$ cat src/rtl/core/sspd_pkg.sv
// ----------------------------------------------------------------------------
// sspd_pkg
// shared types and constants of the smoothed slope peak detector
// ----------------------------------------------------------------------------
`default_nettype none

package sspd_pkg;

    // window length default for the top level parameter
    localparam int WINDOW_DEF = 35;

    // fixed point: light reading with 8 fractional bits
    localparam int FRAC_W    = 8;
    localparam int LIGHT_W   = 10;
    localparam int VALUE_W   = LIGHT_W + FRAC_W;
    localparam logic [VALUE_W-1:0] VALUE_MAX = VALUE_W'(1023 * 256);
    localparam int TIME_W    = 32;
    localparam int MS_PER_S  = 1000;

    // shared divider: dividend fits |diff| * 1000 < 2^28, divisor is a time step
    localparam int DIV_N = 28;
    localparam int DIV_D = 32;

    // configuration port
    localparam int CFG_IDX_W  = 2;
    localparam int CFG_DATA_W = 20;
    localparam logic [CFG_IDX_W-1:0] CFG_VALVE_THR  = 2'd0;
    localparam logic [CFG_IDX_W-1:0] CFG_START_DLY  = 2'd1;
    localparam logic [CFG_IDX_W-1:0] CFG_REC_LIMIT  = 2'd2;
    localparam logic [9:0]  VALVE_THR_RST = 10'd1015;
    localparam logic [15:0] START_DLY_RST = 16'd2000;
    localparam logic [19:0] REC_LIMIT_RST = 20'd45000;

    typedef enum logic [1:0] {
        PH_PRIME = 2'd0,
        PH_WAIT  = 2'd1,
        PH_REC   = 2'd2,
        PH_DONE  = 2'd3
    } t_phase;

    typedef enum logic [2:0] {
        S_IDLE,
        S_DISPATCH,
        S_MEAN,
        S_UPDATE,
        S_MULT,
        S_SLOPE,
        S_FINISH,
        S_EMIT
    } t_state;

    typedef struct packed {
        logic [31:0] time_ms;
        logic [9:0]  light_sample;
        logic [9:0]  valve_level;
    } t_in_item;

    typedef struct packed {
        logic [1:0]         phase;
        logic [31:0]        elapsed_ms;
        logic signed [31:0] slope;
        logic [30:0]        peak_slope;
        logic [31:0]        peak_time_ms;
        logic               car_started;
    } t_out_item;

    typedef struct packed {
        logic             start;
        logic [DIV_N-1:0] dividend;
        logic [DIV_D-1:0] divisor;
    } t_div_req;

    typedef struct packed {
        logic             busy;
        logic             done;
        logic [DIV_N-1:0] quotient;
    } t_div_rsp;

endpackage

`default_nettype wire

$ cat src/rtl/core/sspd_chan.sv
// ----------------------------------------------------------------------------
// sspd_chan
// valid/ready channel carrying one word of payload type T
// ----------------------------------------------------------------------------
`default_nettype none

interface sspd_chan #(
    parameter type T = logic
) ();
    logic valid;
    logic ready;
    T     data;

    modport source (output valid, output data, input ready);
    modport sink   (input valid, input data, output ready);
endinterface

`default_nettype wire

$ cat src/rtl/core/sspd_ram.sv
// ----------------------------------------------------------------------------
// sspd_ram
// generic simple dual port ram, one write port, one registered read port
// ----------------------------------------------------------------------------
`default_nettype none

module sspd_ram #(
    parameter int WIDTH = 8,
    parameter int DEPTH = 2
) (
    input  wire logic                     i_clk,
    input  wire logic                     i_we,
    input  wire logic [$clog2(DEPTH)-1:0] i_waddr,
    input  wire logic [WIDTH-1:0]         i_wdata,
    input  wire logic [$clog2(DEPTH)-1:0] i_raddr,
    output logic      [WIDTH-1:0]         o_rdata
);
    logic [WIDTH-1:0] r_mem [DEPTH];
    logic [WIDTH-1:0] r_rdata;

    always_ff @(posedge i_clk) begin
        if (i_we) begin
            r_mem[i_waddr] <= i_wdata;
        end
        r_rdata <= r_mem[i_raddr];
    end

    assign o_rdata = r_rdata;
endmodule

`default_nettype wire

$ cat src/rtl/core/sspd_div.sv
// ----------------------------------------------------------------------------
// sspd_div
// unsigned restoring divider, one quotient bit per cycle
// ----------------------------------------------------------------------------
`default_nettype none

module sspd_div (
    input  wire logic              i_clk,
    input  wire logic              i_rst_n,
    input  wire sspd_pkg::t_div_req i_req,
    output sspd_pkg::t_div_rsp      o_rsp
);
    import sspd_pkg::*;

    localparam int CNT_W = $clog2(DIV_N);

    logic             r_busy;
    logic             r_done;
    logic [CNT_W-1:0] r_cnt;
    logic [DIV_D-1:0] r_rem;
    logic [DIV_D-1:0] r_div;
    logic [DIV_N-1:0] r_q;

    logic [DIV_D:0]   rem_sh;
    logic [DIV_D:0]   rem_sub;
    logic             ge;

    always_comb begin
        rem_sh  = {r_rem, r_q[DIV_N-1]};
        rem_sub = rem_sh - {1'b0, r_div};
        ge      = (rem_sh >= {1'b0, r_div});
    end

    always_ff @(posedge i_clk) begin
        if (!i_rst_n) begin
            r_busy <= 1'b0;
            r_done <= 1'b0;
            r_cnt  <= '0;
        end else begin
            r_done <= 1'b0;
            if (i_req.start) begin
                r_busy <= 1'b1;
                r_cnt  <= CNT_W'(DIV_N - 1);
            end else if (r_busy) begin
                r_cnt <= r_cnt - 1'b1;
                if (r_cnt == '0) begin
                    r_busy <= 1'b0;
                    r_done <= 1'b1;
                end
            end
        end
    end

    // datapath, no reset needed
    always_ff @(posedge i_clk) begin
        if (i_req.start) begin
            r_q   <= i_req.dividend;
            r_rem <= '0;
            r_div <= i_req.divisor;
        end else if (r_busy) begin
            r_rem <= ge ? rem_sub[DIV_D-1:0] : rem_sh[DIV_D-1:0];
            r_q   <= {r_q[DIV_N-2:0], ge};
        end
    end

    assign o_rsp.busy     = r_busy;
    assign o_rsp.done     = r_done;
    assign o_rsp.quotient = r_q;
endmodule

`default_nettype wire

$ cat src/rtl/core/smoothed_slope_peak_detector_unit.sv
// ----------------------------------------------------------------------------
// smoothed_slope_peak_detector_unit
// moving average of light samples, window slope in counts per second and
// peak absolute slope tracking after a valve opening
// ----------------------------------------------------------------------------
//
//  channel   dir  handshake          payload
//  i_in      in   valid/ready        time_ms, light_sample, valve_level
//  o_out     out  valid/ready        phase, elapsed_ms, slope, peak_slope,
//                                    peak_time_ms, car_started
//  i_cfg_*   in   write enable only  valve_threshold, start_delay_ms,
//                                    record_limit_ms
//
//  one input word gives exactly one output word
//  a recording word holds the sequencer from accept to next accept for two
//  passes of the shared divider (moving average update, then slope) plus the
//  sequencer steps; the slope pass is skipped on a zero time step
//  other priming, waiting and done words only pass dispatch and emit, the
//  last priming word also runs the mean division
//  i_in.ready is high only while the sequencer is idle; the output register
//  holds a finished word while the next input word is taken, and the emit
//  step waits while that register is full and not taken
//  synchronous active low reset clears all control state; ring ram has no
//  reset and is filled completely while priming before any read
// ----------------------------------------------------------------------------
`default_nettype none

module smoothed_slope_peak_detector_unit #(
    parameter int WINDOW = sspd_pkg::WINDOW_DEF
) (
    input  wire logic                            i_clk,
    input  wire logic                            i_rst_n,
    input  wire logic                            i_cfg_we,
    input  wire logic [sspd_pkg::CFG_IDX_W-1:0]  i_cfg_idx,
    input  wire logic [sspd_pkg::CFG_DATA_W-1:0] i_cfg_data,
    sspd_chan.sink                               i_in,
    sspd_chan.source                             o_out
);
    import sspd_pkg::*;

    localparam int AW     = $clog2(WINDOW);
    localparam int SUM_W  = $clog2(WINDOW * 1023 + 1);
    localparam int HALF_W = WINDOW / 2;
    localparam int RAM_W  = VALUE_W + TIME_W;

    // configuration registers
    logic [9:0]  r_valve_thr;
    logic [15:0] r_start_dly;
    logic [19:0] r_rec_limit;

    // sequencer and block state
    t_state           r_state, n_state;
    t_phase           r_phase;
    logic [AW-1:0]    r_prime;
    logic [AW-1:0]    r_ptr;
    logic [SUM_W-1:0] r_sum;
    logic [VALUE_W-1:0] r_value;
    logic             r_pending;
    logic [31:0]      r_stamp;
    logic             r_started;
    logic [30:0]      r_best;
    logic [31:0]      r_best_t;

    // latched input word
    logic [31:0]      r_t;
    logic [9:0]       r_light;
    logic [9:0]       r_valve;

    // per word working registers
    logic             r_upd_neg;
    logic             r_diff_neg;
    logic [VALUE_W-1:0] r_diff_mag;
    logic [31:0]      r_dt;
    logic [DIV_N-1:0] r_slope_mag;

    // pending result fields
    t_phase           r_res_phase;
    logic [31:0]      r_res_elapsed;
    logic signed [31:0] r_res_slope;

    // output register
    logic             r_out_valid;
    t_out_item        r_out;

    // shared divider
    t_div_req div_req;
    t_div_rsp div_rsp;

    sspd_div u_div (
        .i_clk   (i_clk),
        .i_rst_n (i_rst_n),
        .i_req   (div_req),
        .o_rsp   (div_rsp)
    );

    // ring of smoothed values and their times, read always at the ring pointer
    logic             ram_we;
    logic [AW-1:0]    ram_waddr;
    logic [RAM_W-1:0] ram_wdata;
    logic [RAM_W-1:0] ram_rdata;

    sspd_ram #(
        .WIDTH (RAM_W),
        .DEPTH (WINDOW)
    ) u_ring (
        .i_clk   (i_clk),
        .i_we    (ram_we),
        .i_waddr (ram_waddr),
        .i_wdata (ram_wdata),
        .i_raddr (r_ptr),
        .o_rdata (ram_rdata)
    );

    // ---------------------------------------------------------------- datapath
    logic [VALUE_W-1:0] ring_v;
    logic [31:0]        ring_t;
    logic [VALUE_W-1:0] sample_fx;
    logic [SUM_W-1:0]   sum_next;
    logic               prime_last;
    logic               valve_hi;
    logic               take_sample;
    logic signed [VALUE_W:0] upd_n;
    logic [VALUE_W-1:0] upd_mag;
    logic signed [VALUE_W+1:0] v_raw;
    logic [VALUE_W-1:0] v_clamp;
    logic signed [VALUE_W:0] diff;
    logic [VALUE_W-1:0] mean_clamp;
    logic [31:0]        elapsed_fin;
    logic               limit_hit;
    logic               started_next;
    logic [30:0]        mag31;
    logic signed [31:0] slope_fin;

    always_comb begin
        ring_v      = ram_rdata[RAM_W-1:TIME_W];
        ring_t      = ram_rdata[TIME_W-1:0];
        sample_fx   = {r_light, {FRAC_W{1'b0}}};
        sum_next    = r_sum + SUM_W'(r_light);
        prime_last  = (r_prime == AW'(WINDOW - 1));
        valve_hi    = (r_valve >= r_valve_thr);
        // second successive open reading, or already recording
        take_sample = (r_phase == PH_REC) || ((r_phase == PH_WAIT) && valve_hi && r_pending);

        // moving average step: (sample - oldest) / window, rounded half away
        upd_n   = $signed({1'b0, sample_fx}) - $signed({1'b0, ring_v});
        upd_mag = upd_n[VALUE_W] ? VALUE_W'(-upd_n) : VALUE_W'(upd_n);

        v_raw = r_upd_neg
              ? $signed({2'b00, r_value}) - $signed({2'b00, div_rsp.quotient[VALUE_W-1:0]})
              : $signed({2'b00, r_value}) + $signed({2'b00, div_rsp.quotient[VALUE_W-1:0]});
        priority if (v_raw < 0) begin
            v_clamp = '0;
        end else if (v_raw > $signed({2'b00, VALUE_MAX})) begin
            v_clamp = VALUE_MAX;
        end else begin
            v_clamp = v_raw[VALUE_W-1:0];
        end
        diff = $signed({1'b0, v_clamp}) - $signed({1'b0, ring_v});

        mean_clamp = (div_rsp.quotient > DIV_N'(VALUE_MAX))
                   ? VALUE_MAX : div_rsp.quotient[VALUE_W-1:0];

        elapsed_fin  = r_t - r_stamp;
        limit_hit    = (elapsed_fin >= 32'(r_rec_limit));
        started_next = r_started || (elapsed_fin >= 32'(r_start_dly));
        mag31        = 31'(r_slope_mag);
        slope_fin    = r_diff_neg ? -$signed(32'(r_slope_mag)) : $signed(32'(r_slope_mag));
    end

    // ------------------------------------------------------------ next state
    always_comb begin
        n_state = r_state;
        unique case (r_state)
            S_IDLE:     if (i_in.valid) n_state = S_DISPATCH;
            S_DISPATCH: begin
                unique case (r_phase)
                    PH_PRIME: n_state = prime_last ? S_MEAN : S_EMIT;
                    PH_WAIT:  n_state = take_sample ? S_UPDATE : S_EMIT;
                    PH_REC:   n_state = S_UPDATE;
                    PH_DONE:  n_state = S_EMIT;
                endcase
            end
            S_MEAN:     if (div_rsp.done) n_state = S_EMIT;
            S_UPDATE:   if (div_rsp.done) n_state = S_MULT;
            S_MULT:     n_state = (r_dt == '0) ? S_FINISH : S_SLOPE;
            S_SLOPE:    if (div_rsp.done) n_state = S_FINISH;
            S_FINISH:   n_state = S_EMIT;
            S_EMIT:     if (!r_out_valid || o_out.ready) n_state = S_IDLE;
            default:    n_state = S_IDLE;
        endcase
    end

    // --------------------------------------------------------------- outputs
    always_comb begin
        i_in.ready       = (r_state == S_IDLE);
        div_req.start    = 1'b0;
        div_req.dividend = '0;
        div_req.divisor  = DIV_D'(WINDOW);
        ram_we           = 1'b0;
        ram_waddr        = r_ptr;
        ram_wdata        = {r_value, r_t};
        unique case (r_state)
            S_DISPATCH: begin
                if (r_phase == PH_PRIME) begin
                    // raw sample into the ring while priming
                    ram_we    = 1'b1;
                    ram_waddr = r_prime;
                    ram_wdata = {sample_fx, r_t};
                    if (prime_last) begin
                        // mean = (sum * 256 + window / 2) / window
                        div_req.start    = 1'b1;
                        div_req.dividend = DIV_N'({sum_next, {FRAC_W{1'b0}}}) + DIV_N'(HALF_W);
                    end
                end else if (take_sample) begin
                    div_req.start    = 1'b1;
                    div_req.dividend = DIV_N'(upd_mag) + DIV_N'(HALF_W);
                end
            end
            S_MULT: begin
                // slope = diff * 1000 / dt, skipped on a zero time step
                if (r_dt != '0) begin
                    div_req.start    = 1'b1;
                    div_req.dividend = DIV_N'(r_diff_mag) * DIV_N'(MS_PER_S);
                    div_req.divisor  = r_dt;
                end
            end
            S_FINISH: begin
                ram_we = 1'b1;
            end
            S_IDLE, S_MEAN, S_UPDATE, S_SLOPE, S_EMIT: begin
            end
            default: begin
            end
        endcase
    end

    // ------------------------------------------------------------- registers
    always_ff @(posedge i_clk) begin
        if (!i_rst_n) begin
            r_valve_thr <= VALVE_THR_RST;
            r_start_dly <= START_DLY_RST;
            r_rec_limit <= REC_LIMIT_RST;
        end else if (i_cfg_we) begin
            unique case (i_cfg_idx)
                CFG_VALVE_THR: r_valve_thr <= i_cfg_data[9:0];
                CFG_START_DLY: r_start_dly <= i_cfg_data[15:0];
                CFG_REC_LIMIT: r_rec_limit <= i_cfg_data;
                default:       ;
            endcase
        end
    end

    always_ff @(posedge i_clk) begin
        if (!i_rst_n) begin
            r_state     <= S_IDLE;
            r_phase     <= PH_PRIME;
            r_prime     <= '0;
            r_ptr       <= '0;
            r_sum       <= '0;
            r_value     <= '0;
            r_pending   <= 1'b0;
            r_stamp     <= '0;
            r_started   <= 1'b0;
            r_best      <= '0;
            r_best_t    <= '0;
            r_out_valid <= 1'b0;
        end else begin
            r_state <= n_state;

            // output register: load a finished word, else drop a taken one
            priority if ((r_state == S_EMIT) && (!r_out_valid || o_out.ready)) begin
                r_out_valid <= 1'b1;
            end else if (o_out.ready) begin
                r_out_valid <= 1'b0;
            end

            unique case (r_state)
                S_DISPATCH: begin
                    unique case (r_phase)
                        PH_PRIME: begin
                            r_sum <= sum_next;
                            if (!prime_last) begin
                                r_prime <= r_prime + 1'b1;
                            end
                        end
                        PH_WAIT: begin
                            priority if (!valve_hi) begin
                                r_pending <= 1'b0;
                            end else if (!r_pending) begin
                                r_pending <= 1'b1;
                            end else begin
                                // valve open: this sample is recorded at once
                                r_pending <= 1'b0;
                                r_stamp   <= r_t;
                                r_phase   <= PH_REC;
                            end
                        end
                        PH_REC, PH_DONE: begin
                        end
                    endcase
                end
                S_MEAN: begin
                    if (div_rsp.done) begin
                        r_value <= mean_clamp;
                        r_prime <= '0;
                        r_ptr   <= '0;
                        r_phase <= PH_WAIT;
                    end
                end
                S_UPDATE: begin
                    if (div_rsp.done) begin
                        r_value <= v_clamp;
                    end
                end
                S_FINISH: begin
                    r_ptr <= (r_ptr == AW'(WINDOW - 1)) ? '0 : r_ptr + 1'b1;
                    if (limit_hit) begin
                        r_phase <= PH_DONE;
                    end else begin
                        r_started <= started_next;
                        if (started_next && (mag31 > r_best)) begin
                            r_best   <= mag31;
                            r_best_t <= r_t;
                        end
                    end
                end
                S_IDLE, S_MULT, S_SLOPE, S_EMIT: begin
                end
                default: begin
                end
            endcase
        end
    end

    // payload and working registers, no reset
    always_ff @(posedge i_clk) begin
        if (r_state == S_IDLE && i_in.valid) begin
            r_t     <= i_in.data.time_ms;
            r_light <= i_in.data.light_sample;
            r_valve <= i_in.data.valve_level;
        end

        unique case (r_state)
            S_DISPATCH: begin
                r_upd_neg     <= upd_n[VALUE_W];
                r_res_slope   <= '0;
                // frozen block still reports elapsed time
                r_res_elapsed <= (r_phase == PH_DONE) ? (r_t - r_stamp) : '0;
                unique case (r_phase)
                    PH_PRIME: r_res_phase <= PH_PRIME;
                    PH_WAIT:  r_res_phase <= PH_WAIT;
                    PH_REC:   r_res_phase <= PH_REC;
                    PH_DONE:  r_res_phase <= PH_DONE;
                endcase
            end
            S_UPDATE: begin
                if (div_rsp.done) begin
                    r_diff_neg <= diff[VALUE_W];
                    r_diff_mag <= diff[VALUE_W] ? VALUE_W'(-diff) : VALUE_W'(diff);
                    r_dt       <= r_t - ring_t;
                end
            end
            S_MULT: begin
                r_slope_mag <= '0;
            end
            S_SLOPE: begin
                if (div_rsp.done) begin
                    r_slope_mag <= div_rsp.quotient;
                end
            end
            S_FINISH: begin
                r_res_phase   <= limit_hit ? PH_DONE : PH_REC;
                r_res_elapsed <= elapsed_fin;
                r_res_slope   <= slope_fin;
            end
            S_EMIT: begin
                if (!r_out_valid || o_out.ready) begin
                    r_out.phase        <= r_res_phase;
                    r_out.elapsed_ms   <= r_res_elapsed;
                    r_out.slope        <= r_res_slope;
                    r_out.peak_slope   <= r_best;
                    r_out.peak_time_ms <= r_best_t;
                    r_out.car_started  <= r_started;
                end
            end
            S_IDLE, S_MEAN: begin
            end
            default: begin
            end
        endcase
    end

    assign o_out.valid = r_out_valid;
    assign o_out.data  = r_out;

    // ------------------------------------------------------------ assertions
    // priming words never carry a slope or elapsed time
    a_prime_quiet: assert property (@(posedge i_clk) disable iff (!i_rst_n)
        (o_out.valid && (o_out.data.phase == PH_PRIME))
        |-> (o_out.data.elapsed_ms == '0) && (o_out.data.slope == '0))
        else $error("priming word with nonzero slope or elapsed time");

    // the divider is never restarted while a division runs
    a_div_start: assert property (@(posedge i_clk) disable iff (!i_rst_n)
        div_req.start |-> !div_rsp.busy)
        else $error("divider started while busy");

    // peak magnitude only grows outside reset
    a_peak_mono: assert property (@(posedge i_clk) disable iff (!i_rst_n)
        $past(i_rst_n) |-> (r_best >= $past(r_best)))
        else $error("peak slope decreased");

    // car start flag never clears outside reset
    a_start_hold: assert property (@(posedge i_clk) disable iff (!i_rst_n)
        ($past(i_rst_n) && $past(r_started)) |-> r_started)
        else $error("car start flag cleared");

endmodule

`default_nettype wire

$ cat src/flat_wrapper.sv
// flat-port wrapper written by rule: the top's interface ports become plain ports
module smoothed_slope_peak_detector_unit_flat import sspd_pkg::*;
#(
    parameter int WINDOW = sspd_pkg::WINDOW_DEF
)
  (i_clk, i_rst_n, i_cfg_we, i_cfg_idx, i_cfg_data, i_in_valid, i_in_data, i_in_ready, o_out_valid, o_out_data, o_out_ready);
  sspd_chan #(.T(t_in_item)) i_in_i ();
  sspd_chan #(.T(t_out_item)) o_out_i ();
  input  wire logic i_clk;
  input  wire logic i_rst_n;
  input  wire logic i_cfg_we;
  input  wire logic [sspd_pkg::CFG_IDX_W-1:0] i_cfg_idx;
  input  wire logic [sspd_pkg::CFG_DATA_W-1:0] i_cfg_data;
  input wire logic [$bits(i_in_i.valid)-1:0] i_in_valid;
  input wire logic [$bits(i_in_i.data)-1:0] i_in_data;
  output wire logic [$bits(i_in_i.ready)-1:0] i_in_ready;
  output wire logic [$bits(o_out_i.valid)-1:0] o_out_valid;
  output wire logic [$bits(o_out_i.data)-1:0] o_out_data;
  input wire logic [$bits(o_out_i.ready)-1:0] o_out_ready;
  assign i_in_i.valid = i_in_valid;
  assign i_in_i.data = i_in_data;
  assign i_in_ready = i_in_i.ready;
  assign o_out_valid = o_out_i.valid;
  assign o_out_data = o_out_i.data;
  assign o_out_i.ready = o_out_ready;
  smoothed_slope_peak_detector_unit #(.WINDOW(WINDOW)) u_core (.i_clk(i_clk), .i_rst_n(i_rst_n), .i_cfg_we(i_cfg_we), .i_cfg_idx(i_cfg_idx), .i_cfg_data(i_cfg_data), .i_in(i_in_i), .o_out(o_out_i));
endmodule
$ cat config.mk
export PLATFORM = sky130hd
export DESIGN_NAME = smoothed_slope_peak_detector_unit_flat
export DESIGN_NICKNAME = d
export VERILOG_FILES = /design/src/rtl/core/sspd_pkg.sv /design/src/rtl/core/sspd_chan.sv /design/src/rtl/core/sspd_ram.sv /design/src/rtl/core/sspd_div.sv /design/src/rtl/core/smoothed_slope_peak_detector_unit.sv /design/src/flat_wrapper.sv
export SDC_FILE = /design/constraint.sdc
export NUM_CORES = 2
export LEC_CHECK = 0
export BUFFER_PORTS_ARGS = -buffer_cell sky130_fd_sc_hd__buf_4
export CORE_MARGIN = 2
export CORE_UTILIZATION = 35
export DETAILED_ROUTE_END_ITERATION = 7
export PLACE_DENSITY_LB_ADDON = 0.1
export SLEW_MARGIN = 15
export SYNTH_ARGS = -nofsm -noshare
export SYNTH_HDL_FRONTEND = slang
export SYNTH_HIERARCHICAL = 1
export SYNTH_SLANG_ARGS = --single-unit
$ cat constraint.sdc
create_clock -name i_clk -period 7.5 [get_ports i_clk]
set_clock_uncertainty 0.05 [all_clocks]
set_input_delay 0.75 -clock i_clk [delete_from_list [all_inputs] [get_ports i_clk]]
set_output_delay 0.75 -clock i_clk [all_outputs]
set_load 0.03 [all_outputs]
; After elaboration in Yosys (flattened, before gate mapping)
; Memories as Yosys holds them, arrays and structs flattened. A register that Yosys moved wholly into a read port is not among the register bits.
; Cells that the tools add are included.
[classes]
n_addsub = 16
mul = 1
order_cmp = 8
n_eq_ne = 25
mux = 66
n_bitwise = 3
n_reduce_logical = 42
[ops]
columns = operator, count
row1 = 32-bit one-hot mux with 2 select lines, 2
row2 = 18-bit two-way mux, 7
row3 = 50-bit two-way mux, 2
row4 = 32-bit two-way mux, 3
row5 = 32-bit subtractor, 3
row6 = 29-bit two-way mux, 3
row7 = 28-bit two-way mux, 3
row8 = 61-bit two-way mux, 1
row9 = 29-bit one-hot mux with 2 select lines, 1
row10 = 18-bit by 18-bit subtractor with 19-bit output, 3
row11 = 28-bit one-hot mux with 2 select lines, 1
row12 = 6-bit two-way mux, 6
row13 = 18-bit negator, 2
row14 = 18-bit one-hot mux with 2 select lines, 1
row15 = 33-bit by 32-bit greater-or-equal comparator with 1-bit output, 1
row16 = 32-bit by 16-bit greater-or-equal comparator with 1-bit output, 1
row17 = 32-bit by 20-bit greater-or-equal comparator with 1-bit output, 1
row18 = 32-bit logical NOT, 1
row19 = 28-bit negator with 32-bit output, 1
row20 = 32-bit nonzero test, 1
row21 = "28-bit by 18-bit greater-than comparator with 1-bit output, second input constant", 1
row22 = 28-bit greater-than comparator, 1
row23 = "24-bit by 5-bit adder with 25-bit output, second input constant", 1
row24 = "18-bit by 7-bit multiplier with 25-bit output, second input constant", 1
row25 = 44 further kinds, 113
[word_totals]
reg_bits = 616
ramBits = 1750
in_bits = 79
output_inout_bits = 132
word_cells = 201
mem_count = 1
[mem_list]
columns = memory, words, word_bits, read_ports, rd_ports_with_merged_regs, write_ports, line_no
row1 = u_core.u_ring.r_mem, 35, 50, 1, 1, 1, sspd_ram.sv:18  ; logic [WIDTH-1:0] r_mem [DEPTH];

; Logic depth before layout (Yosys ltp)
[logic_depth]
depth_word = 8
ltp_mapped = 32
depth_no_buf = 30

; Cells and area by module
; Netlist, hierarchy kept.
[by_module_without_submodules]
columns = mod, n_inst, cells_per_inst, area_per_inst_um2, seq_area_each_um2
row1 = sspd_ram, 1, 3691, 69447.9, 53551.4
row2 = smoothed_slope_peak_detector_unit, 1, 3380, 32531.2, 13603.0
row3 = sspd_div, 1, 542, 5586.6, 2582.5

; Worst setup path before layout
; Ideal clock, no wire load.
[synth_timing]
path_kind = reg2reg
startpoint = reg u_core.u_div.r_q[0]
endpoint = reg u_core.r_diff_mag[17] (data pin)
setup_time_ns = 0.268
t_arrival_ns = 6.766
required_time_ns = 7.182
setup_slack_ns = 0.417
stages_incl_launch_ff = 30
n_path_buf = 1
period_less_slack_ns = 7.083
cell_sequence = edfxtp_1 -> ha_1 -> inv_1 -> fa_1 -> a21o_1 -> a21oi_1 -> o21ai_1 -> a311oi_1 -> a211o_1 -> xnor2_1 -> a311o_1 -> or4b_1 -> or4b_1 -> buf_2 -> nor2_4 -> or3_1 -> ha_1 -> inv_1 -> fa_1 -> a21o_1 -> a21oi_1 -> o21ai_1 -> a31o_1 -> a21o_1 -> a21oi_1 -> xnor2_1 -> a2111o_1 -> or4_1 -> o21ai_1 -> xnor3_1
[synth_between]
elab_chain_len = 8
elab_cells_between_ends = 10
cone_classes = add/sub: 4 / order compare: 2 / mux: 4
[synth_rtl]
columns = item, line_no
row1 = start: declaration, sspd_div.sv:22  ; logic [DIV_N-1:0] r_q;
row2 = start signal: assignment, sspd_div.sv:57  ; r_q <= i_req.dividend;
row3 = start signal: assignment, sspd_div.sv:62  ; r_q <= {r_q[DIV_N-2:0], ge};
row4 = 18-bit by 18-bit adder with 19-bit output or 18-bit by 18-bit subtractor with 19-bit output (tied branches), "smoothed_slope_peak_detector_unit.sv:150, smoothed_slope_peak_detector_unit.sv:149"
row5 = 20-bit two-way mux *, smoothed_slope_peak_detector_unit.sv:149  ; ? $signed({2'b00, r_value}) - $signed({2'b00, div_rsp.quotient[VALUE_W-1:0]})
row6 = 20-bit by 19-bit greater-than comparator with 1-bit output, smoothed_slope_peak_detector_unit.sv:153  ; end else if (v_raw > $signed({2'b00, VALUE_MAX})) begin
row7 = 18-bit two-way mux, smoothed_slope_peak_detector_unit.sv:153
row8 = 18-bit two-way mux *, smoothed_slope_peak_detector_unit.sv:151  ; priority if (v_raw < 0) begin
row9 = 18-bit by 18-bit subtractor with 19-bit output *, smoothed_slope_peak_detector_unit.sv:158  ; diff = $signed({1'b0, v_clamp}) - $signed({1'b0, ring_v});
row10 = 18-bit negator, smoothed_slope_peak_detector_unit.sv:359  ; r_diff_mag <= diff[VALUE_W] ? VALUE_W'(-diff) : VALUE_W'(diff);
row11 = 18-bit two-way mux *, smoothed_slope_peak_detector_unit.sv:359
row12 = end signal: assignment, smoothed_slope_peak_detector_unit.sv:359
row13 = end: declaration, smoothed_slope_peak_detector_unit.sv:72  ; logic [VALUE_W-1:0] r_diff_mag;
; Every way passes the cells marked *; elsewhere a longest branch is shown, timed or not.
; A chain may end at the register's enable or synchronous reset.

; Final worst setup path
; Same ends and word-level chain as after synthesis.

==> flow_metrics.tcl <==
set metrics [dict create \
    wirelength_um 337900 \
    grt_overflow 0 \
    ir_worst_vdd_mv 0.1911 \
    syn_area_um2 107600 \
    io-pin-count 211 \
    hpwlAfterDp_um 203200 \
    outcome "finished, final reports clean" \
    cts_tree "yes" \
    final_area_um2 124500 \
    finalMaxSlewViolations 0 \
    stdcell_count 12340 \
    cts-root-buf "clkbuf_16" \
    rows 203 \
    gp_congestion 0.8581 \
    fin_crit_sh_pct 96.18 \
    fin_total_pwr_mw 41.24 \
    grt_pass1_wl_um 480200 \
    vias 66450 \
    setup_viol 0 \
    cp-start-kind "register" \
    area_delta_synth_final_pct 15.75 \
    initial_core_util_pct 35.17 \
    dp_slack_ns 0.009983 \
    power.leakage_nw 40.43 \
    drv_cap 0 \
    grt_max_degree 106 \
    grt_pass1_vias 65820 \
    final_net_count 8455 \
    postLayoutCoreUtil_pct 40.71 \
    clock-sinks 2416 \
    drc 0 \
    final-hold-violation-count 0 \
    vias_per_cell 5.387 \
    cpPeakStageDelay_ns 0.53 \
    synthCells 7612 \
    cts_max_level 5 \
    crit_path_top_delay_cell "or4b_4" \
    die_x_um 558.4 \
    antenna_found_initial 18 \
    crit_family "compound AO/OA/AOI/OAI gates" \
    critPathMaxFanout 7 \
    power_density_nw_per_um2 331.2 \
    io_buffers 207 \
    drt-wirelength-per-cell_um 27.39 \
    cts.clk_slew.worst_paths_ns 0.06 \
    period_minus_slack_ns 7.214 \
    die_y_um 558.4 \
    dpl_cell_area_um2 114800 \
    fin_tns_setup_ns 0 \
    dp_cells 11760 \
    avgSynthCellArea_um2 14.13 \
    synth_warnings 6 \
    critical_path_class "register to register" \
    grt_usage_pct 21.19 \
    cts_buffers 281 \
    whs_ns 0.09024 \
    drtIter0Drc 5267 \
    clk_latency_ns 0.91 \
    layout_setup_ws_ns 0.2864 \
    reg2reg_setup_slack_ns 0.29 \
    die-area_um2 311800 \
    cts_max_path_buffers 4 \
    antenna_left 0 \
    worstPathRequired_ns 8.05 \
    largest_reg_flops 1750 \
    mostFrequentLayoutCell "edfxtp_1" \
    drt_pass1_iterations 6 \
    drive_above_1_share_pct 13.78 \
    max_freq_mhz 138.6 \
    final_cell_mix "edfxtp_1, mux2i_1, nand2_1" \
    worst_slew_pin_slew_ns 1.226 \
    maxSlewHeadroom_pct 18.08 \
    cp_data_arrival_time_ns 7.76 \
    regMostFlops "u_core/u_ring/r_mem" \
    timing.critical_path.buf_inv 2 \
    endpoint_kind "register" \
    hold_class "primary input to register" \
    core_um2 305800 \
]
path summary, 6_finish.rpt:
kind,from,to,depth (start not counted)
setup / recovery,u_core/u_div/r_q[0]$_DFFE_PP_,u_core/r_diff_mag[17]$_DFFE_PP_,27
hold reg to reg,u_core/r_res_elapsed[2]$_DFFE_PP_,u_core/o_out.data[98]$_DFFE_PP_,0
hold / removal,i_cfg_data[0],u_core/r_valve_thr[0]$_SDFFE_PN1P_,3
setup reg to reg,u_core/u_div/r_q[0]$_DFFE_PP_,u_core/r_diff_mag[17]$_DFFE_PP_,27
final cells by class:
class | count | area [um^2]
tap | 4100 | 5130
timing repair buffer | 494 | 4222
fill | 28330 | 181300
sequential | 2416 | 69750
clock inverter | 128 | 1200
multi-input combinational | 4501 | 35230
clock buffer | 385 | 7807
antenna | 8 | 20.02
inverter | 304 | 1146
per-layer routing:
| layer | up-vias | global-route usage, % | share of wire (%) |
|---|---|---|---|
| li1 | 30040 | - | - |
| met1 | 34360 | 29.87 | 46 |
| met2 | 1643 | 34.67 | 47 |
| met3 | 397 | 2.697 | 4.4 |
| met4 | 0 | 4.963 | 2.3 |
| met5 | - | 0 | 0 |
power by group:
part	switching [mW]	leakage, nW	internal [mW]	total, mW
Sequential	0.651	21.3	16.4	17.0
Combinational	6.86	14.7	3.93	10.8
Clock	5.59	4.42	7.82	13.4
worst min-delay path, stage by stage:
cell     delay (ns)
buf_4          0.10
nand2_1        0.05
nand3_1        0.06
timing repair:
action                                  in CTS  in global routing
cloned                                       0                  0
pin swaps                                    0                 13
endpoints found under the setup margin       1                 12
setup buffers                                0                  2
hold buffers                                50                  0
hold endpoints to repair                    50                  0
gates resized for setup                      1                 23
Note: power is estimated with default switching activity, not from simulation.
